--- src/hdl/hre_pkg.sv ---
`default_nettype none
// ---------------------------------------------------------------------------
// hre_pkg
// Shared widths, types and helpers of the horizontal Rosenfeld edge block.
// ---------------------------------------------------------------------------
package hre_pkg;

    localparam int CHAN_W      = 8;
    localparam int NUM_CHAN    = 3;
    localparam int RADIUS_W    = 6;
    localparam int MAX_RADIUS  = 32;
    localparam int STORE_DEPTH = 64;
    localparam int SLOT_W      = $clog2(STORE_DEPTH);
    localparam int OFF_W       = SLOT_W + 1;
    localparam int SEEN_W      = 7;
    localparam int PEND_W      = 6;
    localparam int K_W         = $clog2(MAX_RADIUS);
    localparam int DIVD_W      = 13;
    localparam int SUM_W       = DIVD_W + 1;
    localparam int DIV_STEPS   = DIVD_W;
    localparam int DSTEP_W     = $clog2(DIV_STEPS);
    localparam int EMIT_W      = $clog2(MAX_RADIUS) + 1;
    localparam int PADDR_W     = 3;
    localparam int PDATA_W     = 32;
    localparam int REG_IDX_W   = PADDR_W - 2;

    localparam logic [REG_IDX_W-1:0] REG_RADIUS   = '0;
    localparam logic [RADIUS_W-1:0]  RADIUS_RESET = RADIUS_W'(1);

    localparam int CH_RED   = 2;
    localparam int CH_GREEN = 1;
    localparam int CH_BLUE  = 0;

    typedef logic [CHAN_W-1:0] chan_t;
    typedef logic [NUM_CHAN-1:0][CHAN_W-1:0] pixel_t;

    typedef struct packed {
        logic accept;
        logic start;
        logic issue_right;
        logic issue_left;
        logic div_load;
        logic div_step;
        logic emit;
        logic row_clear;
    } dp_cmd_t;

    typedef struct packed {
        logic pend_zero;
        logic pend_ge_r;
        logic last;
        logic k_last;
        logic div_last;
        logic out_free;
    } dp_status_t;

    function automatic logic [RADIUS_W-1:0] eff_radius(input logic [RADIUS_W-1:0] r);
        logic [RADIUS_W-1:0] res;
        res = r;
        if (r == '0)
        begin
            res = RADIUS_W'(1);
        end
        else if (r > RADIUS_W'(MAX_RADIUS))
        begin
            res = RADIUS_W'(MAX_RADIUS);
        end
        return res;
    endfunction

endpackage : hre_pkg
`default_nettype wire

--- src/hdl/hre_intf.sv ---
`default_nettype none
// ---------------------------------------------------------------------------
// hre_pixel_if / hre_result_if
// Valid/ready channels for incoming pixels and filtered results.
// ---------------------------------------------------------------------------
interface hre_pixel_if import hre_pkg::*; ();
    logic  valid;
    logic  ready;
    chan_t red_in;
    chan_t green_in;
    chan_t blue_in;
    logic  row_end;

    modport source (output valid, output red_in, output green_in, output blue_in,
                    output row_end, input ready);
    modport sink   (input valid, input red_in, input green_in, input blue_in,
                    input row_end, output ready);
endinterface : hre_pixel_if

interface hre_result_if import hre_pkg::*; ();
    logic  valid;
    logic  ready;
    chan_t red_out;
    chan_t green_out;
    chan_t blue_out;
    logic  row_last;

    modport source (output valid, output red_out, output green_out, output blue_out,
                    output row_last, input ready);
    modport sink   (input valid, input red_out, input green_out, input blue_out,
                    input row_last, output ready);
endinterface : hre_result_if
`default_nettype wire

--- src/hdl/hre_ctrl.sv ---
`default_nettype none
// ---------------------------------------------------------------------------
// hre_ctrl
// Sequencer: takes one pixel, then walks the windows and the divider for
// every result that pixel releases.
// ---------------------------------------------------------------------------
module hre_ctrl import hre_pkg::*;
(
    input  wire logic       clk,
    input  wire logic       rst_n,
    input  wire logic       in_valid,
    output logic            in_ready,
    input  wire dp_status_t status,
    output dp_cmd_t         cmd
);

    typedef enum logic [2:0] {
        S_IDLE,
        S_CHECK,
        S_RIGHT,
        S_LEFT,
        S_DRAIN,
        S_DIVLD,
        S_DIV,
        S_EMIT
    } state_t;

    state_t              state_reg, state_next;
    logic                ready_reg, ready_next;
    logic [EMIT_W-1:0]   emitted_reg, emitted_next;
    logic                more;

    assign in_ready = ready_reg;
    assign more = !status.pend_zero && (emitted_reg < EMIT_W'(MAX_RADIUS))
                  && (status.last || status.pend_ge_r);

    always_comb
    begin
        state_next   = state_reg;
        ready_next   = ready_reg;
        emitted_next = emitted_reg;
        cmd          = '0;
        unique case (state_reg)
            S_IDLE:
            begin
                if (ready_reg && in_valid)
                begin
                    cmd.accept   = 1'b1;
                    ready_next   = 1'b0;
                    emitted_next = '0;
                    state_next   = S_CHECK;
                end
            end
            S_CHECK:
            begin
                if (more)
                begin
                    cmd.start  = 1'b1;
                    state_next = S_RIGHT;
                end
                else
                begin
                    cmd.row_clear = status.last;
                    ready_next    = 1'b1;
                    state_next    = S_IDLE;
                end
            end
            S_RIGHT:
            begin
                cmd.issue_right = 1'b1;
                if (status.k_last)
                begin
                    state_next = S_LEFT;
                end
            end
            S_LEFT:
            begin
                cmd.issue_left = 1'b1;
                if (status.k_last)
                begin
                    state_next = S_DRAIN;
                end
            end
            S_DRAIN:
            begin
                state_next = S_DIVLD;
            end
            S_DIVLD:
            begin
                cmd.div_load = 1'b1;
                state_next   = S_DIV;
            end
            S_DIV:
            begin
                cmd.div_step = 1'b1;
                if (status.div_last)
                begin
                    state_next = S_EMIT;
                end
            end
            S_EMIT:
            begin
                if (status.out_free)
                begin
                    cmd.emit     = 1'b1;
                    emitted_next = emitted_reg + EMIT_W'(1);
                    state_next   = S_CHECK;
                end
            end
            default:
            begin
                state_next = S_IDLE;
            end
        endcase
    end

    always_ff @(posedge clk or negedge rst_n)
    begin
        if (!rst_n)
        begin
            state_reg   <= S_IDLE;
            ready_reg   <= 1'b1;
            emitted_reg <= '0;
        end
        else
        begin
            state_reg   <= state_next;
            ready_reg   <= ready_next;
            emitted_reg <= emitted_next;
        end
    end

endmodule : hre_ctrl
`default_nettype wire

--- src/hdl/hre_datapath.sv ---
`default_nettype none
// ---------------------------------------------------------------------------
// hre_datapath
// Row store, window accumulators, shift-subtract divider and result register.
// ---------------------------------------------------------------------------
module hre_datapath import hre_pkg::*;
(
    input  wire logic                clk,
    input  wire logic                rst_n,
    input  wire dp_cmd_t             cmd,
    output dp_status_t               status,
    input  wire logic [RADIUS_W-1:0] radius,
    input  wire pixel_t              pix_in,
    input  wire logic                row_end_in,
    input  wire logic                out_ready,
    output logic                     out_valid,
    output pixel_t                   out_pix,
    output logic                     out_row_last
);

    pixel_t                     store [STORE_DEPTH];
    logic [SLOT_W-1:0]          head_reg;
    logic [SEEN_W-1:0]          seen_reg;
    logic [PEND_W-1:0]          pend_reg;
    logic                       last_reg;
    logic [K_W-1:0]             k_reg;
    logic [DSTEP_W-1:0]         dstep_reg;
    pixel_t                     rd_reg;
    logic                       rd_en_reg;
    logic                       rd_sub_reg;
    logic signed [SUM_W-1:0]    sum_reg [NUM_CHAN];
    logic [DIVD_W-1:0]          quo_reg [NUM_CHAN];
    logic [RADIUS_W-1:0]        rem_reg [NUM_CHAN];
    logic                       out_valid_reg;
    pixel_t                     out_pix_reg;
    logic                       out_last_reg;

    logic [PEND_W-1:0]          back_off;
    logic [OFF_W-1:0]           right_off;
    logic [OFF_W-1:0]           left_off;
    logic                       right_en;
    logic                       left_en;
    logic [OFF_W-1:0]           off_sel;
    logic [SLOT_W-1:0]          rd_addr;
    logic [SLOT_W-1:0]          wr_addr;
    logic                       issue;
    logic                       out_free;

    assign back_off  = pend_reg - PEND_W'(1);
    assign right_off = OFF_W'(back_off) - OFF_W'(k_reg);
    assign left_off  = OFF_W'(back_off) + OFF_W'(1) + OFF_W'(k_reg);
    assign right_en  = !right_off[OFF_W-1];
    assign left_en   = (left_off < OFF_W'(seen_reg)) && !left_off[OFF_W-1];
    assign off_sel   = cmd.issue_left ? left_off : right_off;
    assign rd_addr   = head_reg - off_sel[SLOT_W-1:0];
    assign wr_addr   = head_reg + SLOT_W'(1);
    assign issue     = cmd.issue_right || cmd.issue_left;
    assign out_free  = !out_valid_reg || out_ready;

    assign status.pend_zero = (pend_reg == '0);
    assign status.pend_ge_r = (pend_reg >= PEND_W'(radius));
    assign status.last      = last_reg;
    assign status.k_last    = (RADIUS_W'(k_reg) == radius - RADIUS_W'(1));
    assign status.div_last  = (dstep_reg == DSTEP_W'(DIV_STEPS - 1));
    assign status.out_free  = out_free;

    assign out_valid    = out_valid_reg;
    assign out_pix      = out_pix_reg;
    assign out_row_last = out_last_reg;

    always_ff @(posedge clk)
    begin
        if (cmd.accept)
        begin
            store[wr_addr] <= pix_in;
        end
        rd_reg <= store[rd_addr];
    end

    always_ff @(posedge clk or negedge rst_n)
    begin
        if (!rst_n)
        begin
            head_reg      <= '0;
            seen_reg      <= '0;
            pend_reg      <= '0;
            last_reg      <= 1'b0;
            k_reg         <= '0;
            dstep_reg     <= '0;
            rd_en_reg     <= 1'b0;
            rd_sub_reg    <= 1'b0;
            out_valid_reg <= 1'b0;
        end
        else
        begin
            if (cmd.accept)
            begin
                head_reg <= wr_addr;
                last_reg <= row_end_in;
                if (seen_reg != '1)
                begin
                    seen_reg <= seen_reg + SEEN_W'(1);
                end
                if (pend_reg != '1)
                begin
                    pend_reg <= pend_reg + PEND_W'(1);
                end
            end
            else if (cmd.emit)
            begin
                pend_reg <= pend_reg - PEND_W'(1);
            end
            else if (cmd.row_clear)
            begin
                pend_reg <= '0;
                seen_reg <= '0;
            end

            if (cmd.start || (issue && status.k_last))
            begin
                k_reg <= '0;
            end
            else if (issue)
            begin
                k_reg <= k_reg + K_W'(1);
            end

            if (cmd.div_load)
            begin
                dstep_reg <= '0;
            end
            else if (cmd.div_step)
            begin
                dstep_reg <= dstep_reg + DSTEP_W'(1);
            end

            rd_en_reg  <= issue && (cmd.issue_left ? left_en : right_en);
            rd_sub_reg <= cmd.issue_left;

            if (cmd.emit)
            begin
                out_valid_reg <= 1'b1;
            end
            else if (out_ready)
            begin
                out_valid_reg <= 1'b0;
            end
        end
    end

    always_ff @(posedge clk)
    begin
        for (int c = 0; c < NUM_CHAN; c++)
        begin
            if (cmd.start)
            begin
                sum_reg[c] <= '0;
            end
            else if (rd_en_reg)
            begin
                if (rd_sub_reg)
                begin
                    sum_reg[c] <= sum_reg[c] - $signed(SUM_W'(rd_reg[c]));
                end
                else
                begin
                    sum_reg[c] <= sum_reg[c] + $signed(SUM_W'(rd_reg[c]));
                end
            end
        end
    end

    always_ff @(posedge clk)
    begin
        for (int c = 0; c < NUM_CHAN; c++)
        begin
            if (cmd.div_load)
            begin
                quo_reg[c] <= sum_reg[c][SUM_W-1] ? '0 : sum_reg[c][DIVD_W-1:0];
                rem_reg[c] <= '0;
            end
            else if (cmd.div_step)
            begin
                if ({rem_reg[c], quo_reg[c][DIVD_W-1]} >= (RADIUS_W+1)'(radius))
                begin
                    rem_reg[c] <= RADIUS_W'({rem_reg[c], quo_reg[c][DIVD_W-1]}
                                            - (RADIUS_W+1)'(radius));
                    quo_reg[c] <= {quo_reg[c][DIVD_W-2:0], 1'b1};
                end
                else
                begin
                    rem_reg[c] <= RADIUS_W'({rem_reg[c], quo_reg[c][DIVD_W-1]});
                    quo_reg[c] <= {quo_reg[c][DIVD_W-2:0], 1'b0};
                end
            end
        end
    end

    always_ff @(posedge clk)
    begin
        if (cmd.emit)
        begin
            for (int c = 0; c < NUM_CHAN; c++)
            begin
                out_pix_reg[c] <= (|quo_reg[c][DIVD_W-1:CHAN_W]) ? '1
                                                                  : quo_reg[c][CHAN_W-1:0];
            end
            out_last_reg <= last_reg && (pend_reg == PEND_W'(1));
        end
    end

endmodule : hre_datapath
`default_nettype wire

--- src/hdl/horizontal_rosenfeld_edge.sv ---
`default_nettype none
// ---------------------------------------------------------------------------
// horizontal_rosenfeld_edge
// Horizontal Rosenfeld edge operator over a row-ordered RGB pixel stream.
// ---------------------------------------------------------------------------
// One pixel is taken at a time. For each result it releases, the block gathers
// the window sums one pixel per cycle through the single read port of the
// 64-entry row store, divides by R (the effective radius) with a 13-step
// shift-subtract divider, one per channel, all three running together, and
// then waits for the result register to drain. In a row, a pixel normally
// releases one result; the last pixel releases all outstanding results of the
// row. The row store needs no clearing after reset. Radius is register 0 (byte
// address 0); write it only while the block is idle.
// ---------------------------------------------------------------------------
module horizontal_rosenfeld_edge import hre_pkg::*;
(
    input  wire logic               clk,
    input  wire logic               rst_n,
    hre_pixel_if.sink               pixels,
    hre_result_if.source            results,
    input  wire logic               psel,
    input  wire logic               penable,
    input  wire logic               pwrite,
    input  wire logic [PADDR_W-1:0] paddr,
    input  wire logic [PDATA_W-1:0] pwdata,
    output logic      [PDATA_W-1:0] prdata,
    output logic                    pready
);

    logic [RADIUS_W-1:0] radius_reg;
    logic [RADIUS_W-1:0] radius_eff;
    logic                reg_sel;
    dp_cmd_t             cmd;
    dp_status_t          status;
    pixel_t              pix_in;
    pixel_t              out_pix;

    assign pready  = 1'b1;
    assign reg_sel = (paddr[PADDR_W-1:2] == REG_RADIUS);
    assign prdata  = reg_sel ? PDATA_W'(radius_reg) : '0;

    always_ff @(posedge clk or negedge rst_n)
    begin
        if (!rst_n)
        begin
            radius_reg <= RADIUS_RESET;
        end
        else if (psel && penable && pwrite && pready && reg_sel)
        begin
            radius_reg <= pwdata[RADIUS_W-1:0];
        end
    end

    assign radius_eff = eff_radius(radius_reg);

    assign pix_in[CH_RED]   = pixels.red_in;
    assign pix_in[CH_GREEN] = pixels.green_in;
    assign pix_in[CH_BLUE]  = pixels.blue_in;

    assign results.red_out   = out_pix[CH_RED];
    assign results.green_out = out_pix[CH_GREEN];
    assign results.blue_out  = out_pix[CH_BLUE];

    hre_ctrl u_ctrl
    (
        .clk      (clk),
        .rst_n    (rst_n),
        .in_valid (pixels.valid),
        .in_ready (pixels.ready),
        .status   (status),
        .cmd      (cmd)
    );

    hre_datapath u_datapath
    (
        .clk          (clk),
        .rst_n        (rst_n),
        .cmd          (cmd),
        .status       (status),
        .radius       (radius_eff),
        .pix_in       (pix_in),
        .row_end_in   (pixels.row_end),
        .out_ready    (results.ready),
        .out_valid    (results.valid),
        .out_pix      (out_pix),
        .out_row_last (results.row_last)
    );

    a_one_pixel_at_a_time: assert property (@(posedge clk) disable iff (!rst_n)
        pixels.valid && pixels.ready |=> !pixels.ready)
        else $error("pixel taken while previous one still in work");

    a_emit_into_free_slot: assert property (@(posedge clk) disable iff (!rst_n)
        cmd.emit |-> status.out_free)
        else $error("result loaded over an untaken result");

    a_row_last_ends_burst: assert property (@(posedge clk) disable iff (!rst_n)
        results.valid && results.ready && results.row_last |=> !results.valid)
        else $error("result follows the last result of a row");

endmodule : horizontal_rosenfeld_edge
`default_nettype wire

--- src/flat_wrapper.sv ---
// flat-port wrapper written by rule: the top's interface ports become plain ports
module horizontal_rosenfeld_edge_flat import hre_pkg::*;
  (clk, rst_n, psel, penable, pwrite, paddr, pwdata, prdata, pready, pixels_valid, pixels_red_in, pixels_green_in, pixels_blue_in, pixels_row_end, pixels_ready, results_valid, results_red_out, results_green_out, results_blue_out, results_row_last, results_ready);
  hre_pixel_if pixels_i ();
  hre_result_if results_i ();
  input  wire logic clk;
  input  wire logic rst_n;
  input  wire logic psel;
  input  wire logic penable;
  input  wire logic pwrite;
  input  wire logic [PADDR_W-1:0] paddr;
  input  wire logic [PDATA_W-1:0] pwdata;
  output logic      [PDATA_W-1:0] prdata;
  output logic pready;
  input wire logic [$bits(pixels_i.valid)-1:0] pixels_valid;
  input wire logic [$bits(pixels_i.red_in)-1:0] pixels_red_in;
  input wire logic [$bits(pixels_i.green_in)-1:0] pixels_green_in;
  input wire logic [$bits(pixels_i.blue_in)-1:0] pixels_blue_in;
  input wire logic [$bits(pixels_i.row_end)-1:0] pixels_row_end;
  output wire logic [$bits(pixels_i.ready)-1:0] pixels_ready;
  output wire logic [$bits(results_i.valid)-1:0] results_valid;
  output wire logic [$bits(results_i.red_out)-1:0] results_red_out;
  output wire logic [$bits(results_i.green_out)-1:0] results_green_out;
  output wire logic [$bits(results_i.blue_out)-1:0] results_blue_out;
  output wire logic [$bits(results_i.row_last)-1:0] results_row_last;
  input wire logic [$bits(results_i.ready)-1:0] results_ready;
  assign pixels_i.valid = pixels_valid;
  assign pixels_i.red_in = pixels_red_in;
  assign pixels_i.green_in = pixels_green_in;
  assign pixels_i.blue_in = pixels_blue_in;
  assign pixels_i.row_end = pixels_row_end;
  assign pixels_ready = pixels_i.ready;
  assign results_valid = results_i.valid;
  assign results_red_out = results_i.red_out;
  assign results_green_out = results_i.green_out;
  assign results_blue_out = results_i.blue_out;
  assign results_row_last = results_i.row_last;
  assign results_i.ready = results_ready;
  horizontal_rosenfeld_edge u_core (.clk(clk), .rst_n(rst_n), .pixels(pixels_i), .results(results_i), .psel(psel), .penable(penable), .pwrite(pwrite), .paddr(paddr), .pwdata(pwdata), .prdata(prdata), .pready(pready));
endmodule
--- config.mk ---
export PLATFORM = sky130hd
export DESIGN_NAME = horizontal_rosenfeld_edge_flat
export DESIGN_NICKNAME = d
export VERILOG_FILES = /design/src/hdl/hre_pkg.sv /design/src/hdl/hre_intf.sv /design/src/hdl/hre_ctrl.sv /design/src/hdl/hre_datapath.sv /design/src/hdl/horizontal_rosenfeld_edge.sv /design/src/flat_wrapper.sv
export SDC_FILE = /design/constraint.sdc
export NUM_CORES = 2
export LEC_CHECK = 0
export BUFFER_PORTS_ARGS = -buffer_cell sky130_fd_sc_hd__buf_2
export CAP_MARGIN = 0
export CORE_MARGIN = 2
export CORE_UTILIZATION = 58
export CTS_CLUSTER_DIAMETER = 100
export DETAILED_ROUTE_END_ITERATION = 8
export PLACE_DENSITY = 0.85
export SLEW_MARGIN = 15
export SYNTH_ARGS = -nofsm -noshare
export SYNTH_HDL_FRONTEND = slang
export SYNTH_HIERARCHICAL = 1
export SYNTH_SLANG_ARGS = --single-unit
--- constraint.sdc ---
create_clock -name clk -period 10.39 [get_ports clk]
set_input_delay 2.078 -clock clk [delete_from_list [all_inputs] [get_ports clk]]
set_output_delay 2.078 -clock clk [all_outputs]
set_load 0.05 [all_outputs]
==> impl_metrics.json <==
{
  "cts_made_buffers": 163,
  "clock_sinks": 1732,
  "fillers": 7422,
  "nets": 3904,
  "clock_path_buffers": 3,
  "timing.final.crit_share": 0.6517,
  "setup-tns-final_ns": 0,
  "grt_util_all_layers": 0.2917,
  "slew_headroom": 0.2073,
  "synthCells": 3554,
  "cts_tree": "yes",
  "die_h_um": 354.1,
  "drt-total-wl_um": 181700,
  "die_area_mm2": 0.1254,
  "syn_avg_cell_area_um2": 20.01,
  "firstDrtPassIters": 9,
  "hold_slack_ns": 0.4774,
  "cts_setup_buffers": 0,
  "drive_gt1_frac": 0.2538,
  "ys_seq_area_frac": 0.7248,
  "start_util": 0.5842,
  "vias": 37550,
  "synth_edf_count": 1660,
  "mappedNetlistArea_mm2": 0.07110,
  "grt_max_degree": 132,
  "required_ns": 10.87,
  "largest_register_ff_count": 1536,
  "ctsHtreeMaxLevel": 4,
  "clk_pin_slew_worst_paths_ns": 0.06,
  "io_buffers": 71,
  "synth-seq-cells": 1732,
  "clk_latency_ns": 0.78,
  "die_w_um": 354.1,
  "antenna_found_initial": 7,
  "max_freq_mhz": 147.7,
  "setup_violations": 0,
  "path_class": "reg2reg",
  "grt_pass1_vias": 37649,
  "cpMaxStageDelayCell": "a21oi_1",
  "ys_types": 83,
  "grt_pass1_wl_um": 261900,
  "async_flop_share": 0.02771,
  "final_common_cell": "edfxtp_1",
  "end_kind": "register",
  "syn2layout_area_growth_pct": 11.05,
  "drtIter0Drc": 6146,
  "yosys_warnings": 6,
  "skew_ns": 0.05072,
  "synth_flop_cell": "edfxtp_1",
  "period_needed_ns": 6.771,
  "cp_max_fo": 42,
  "io_pins": 127,
  "cts-root-buf": "clkbuf_16",
  "start_kind": "register",
  "rows": 128,
  "slew_viol_final": 0,
  "cp_cell_sequence": "or4_1 -> a21oi_1 -> ha_1 -> nand2b_1 -> a21o_1 -> a21o_1 -> a21oi_1 -> nor2b_1 -> o21ai_0 -> nand2b_1 -> o21ai_0 -> nor2_1 -> nand2b_1 -> buf_4 -> nor2_1 -> mux2_2 -> fa_1 -> a21o_1 -> a21oi_1 -> nand2b_1 -> a21boi_0 -> a41oi_1 -> xor2_1 -> nor2_1",
  "crit_arrival_ns": 7.25,
  "core_mm2": 0.1217,
  "ctsHoldBuffers": 0,
  "run_status": "completed",
  "routedWlPerCell_um": 33.17,
  "cts_resized": 0,
  "rsz0062_at_grt": "false",
  "tightest_slew_ns": 1.188,
  "place_congestion": 0.8045,
  "hold_class": "reg2reg",
  "dpl.hpwl_um": 89550,
  "drcViolationCount": 0,
  "overflow": 0,
  "cap_viol_max_count": 0,
  "hold_viol_final": 0,
  "worst_path_most_repeated_cell": "nand2b_1",
  "layout_common_cells": "edfxtp_1, mux4_2, clkbuf_16",
  "max_stage_delay_ns": 0.75,
  "viasPerCell": 6.856,
  "ant_nets": 0
}
-- stage by stage --
step,instance area (um^2),std cells,setup slack [ns],util
after floorplan,71200,3579,4.820,-
after global placement,73600,5178,3.644,0.6047
after detailed placement,73600,5178,3.641,0.6047
after CTS,78880,5471,3.616,0.6480
after global routing,78950,5475,3.157,0.6487
final,78960,5477,3.619,0.6487
-- critical path: cells and delay by family, from the launching register on --
family,cells,cell delay [ns]
multiplexers,1,0.44
XOR/XNOR,1,0.16
flip-flops,1,0.40
AO/OA/AOI/OAI,10,2.52
buffers and inverters,1,0.26
AND/OR/NAND/NOR,9,1.94
adder cells (fa/ha/maj),2,0.76
-- final cells by class --
class                           instances  area, um^2  share of cell area
Sequential cell                      1732       51530              0.6526
Timing Repair Buffer                  162        1184             0.01499
Inverter                               95       356.6            0.004516
Tap cell                             1625        2033             0.02575
Clock buffer                          206        4345             0.05503
Antenna cell                            2       5.005          0.00006339
Multi-Input combinational cell       1568       18570              0.2352
Clock inverter                         87       932.1             0.01181
-- synth_stat cells, types with 23 or more instances --
master,number,share of area
a21o_1,23,0.0024
a21oi_1,72,0.0051
buf_2,48,0.0034
buf_4,43,0.0045
clkbuf_1,72,0.0038
dfrtp_1,46,0.016
dfxtp_1,24,0.0068
edfxtp_1,1660,0.70
ha_1,104,0.018
inv_1,90,0.0048
mux2i_1,81,0.011
mux4_2,480,0.15
nand2_1,121,0.0064
nand3b_1,33,0.0035
nor2_1,189,0.010
nor2b_1,24,0.0021
nor3_1,34,0.0024
o21ai_0,41,0.0029
or3_1,26,0.0023
xnor2_1,37,0.0046
xor2_1,40,0.0049
-- cell families (layout without fill, tap and decap cells) --
kind of cell	count (synthesis)	count (layout)	synth area share
and+or+nand+nor	528	528	0.03613
xor gates and xnor gates	81	81	0.01056
other	2	29	0.0001056
buffers and inverters	279	550	0.01869
DFF	1732	1732	0.7248
AOI/OAI and AO/OA	240	240	0.02223
muxes	577	577	0.1661
adders and majority gates	115	115	0.02140
-- worst paths after layout --
path / slack (ns) / endpoint / depth (start not counted) / start
setup reg to reg: 3.62 / u_core/u_datapath/sum_reg[2][10] / 24 / u_core/radius_reg[1]
max in group asynchronous: 8.44 / u_core/u_datapath/seen_reg[0] / 2 / rst_n
hold / removal: 0.48 / u_core/u_ctrl/emitted_reg[5] / 1 / u_core/u_ctrl/emitted_reg[5]
min in group asynchronous: 1.47 / u_core/radius_reg[5] / 2 / rst_n
hold reg to reg: 0.48 / u_core/u_ctrl/emitted_reg[5] / 1 / u_core/u_ctrl/emitted_reg[5]
setup / recovery: 3.62 / u_core/u_datapath/sum_reg[2][10] / 24 / u_core/radius_reg[1]
-- per-layer routing --
metal	routed length (um)	track usage	vias up	part of all wire
met1	61850	0.3843	19173	0.34
met2	90320	0.4778	3032	0.50
li1	-	-	14748	-
met4	8186	0.1177	8	0.045
met5	53	0	-	0.00029
met3	21250	0.06586	589	0.12
Power is left out: the tool's default activity adds up to more than one toggle a clock period on the data nets, which glitch-free logic cannot reach.
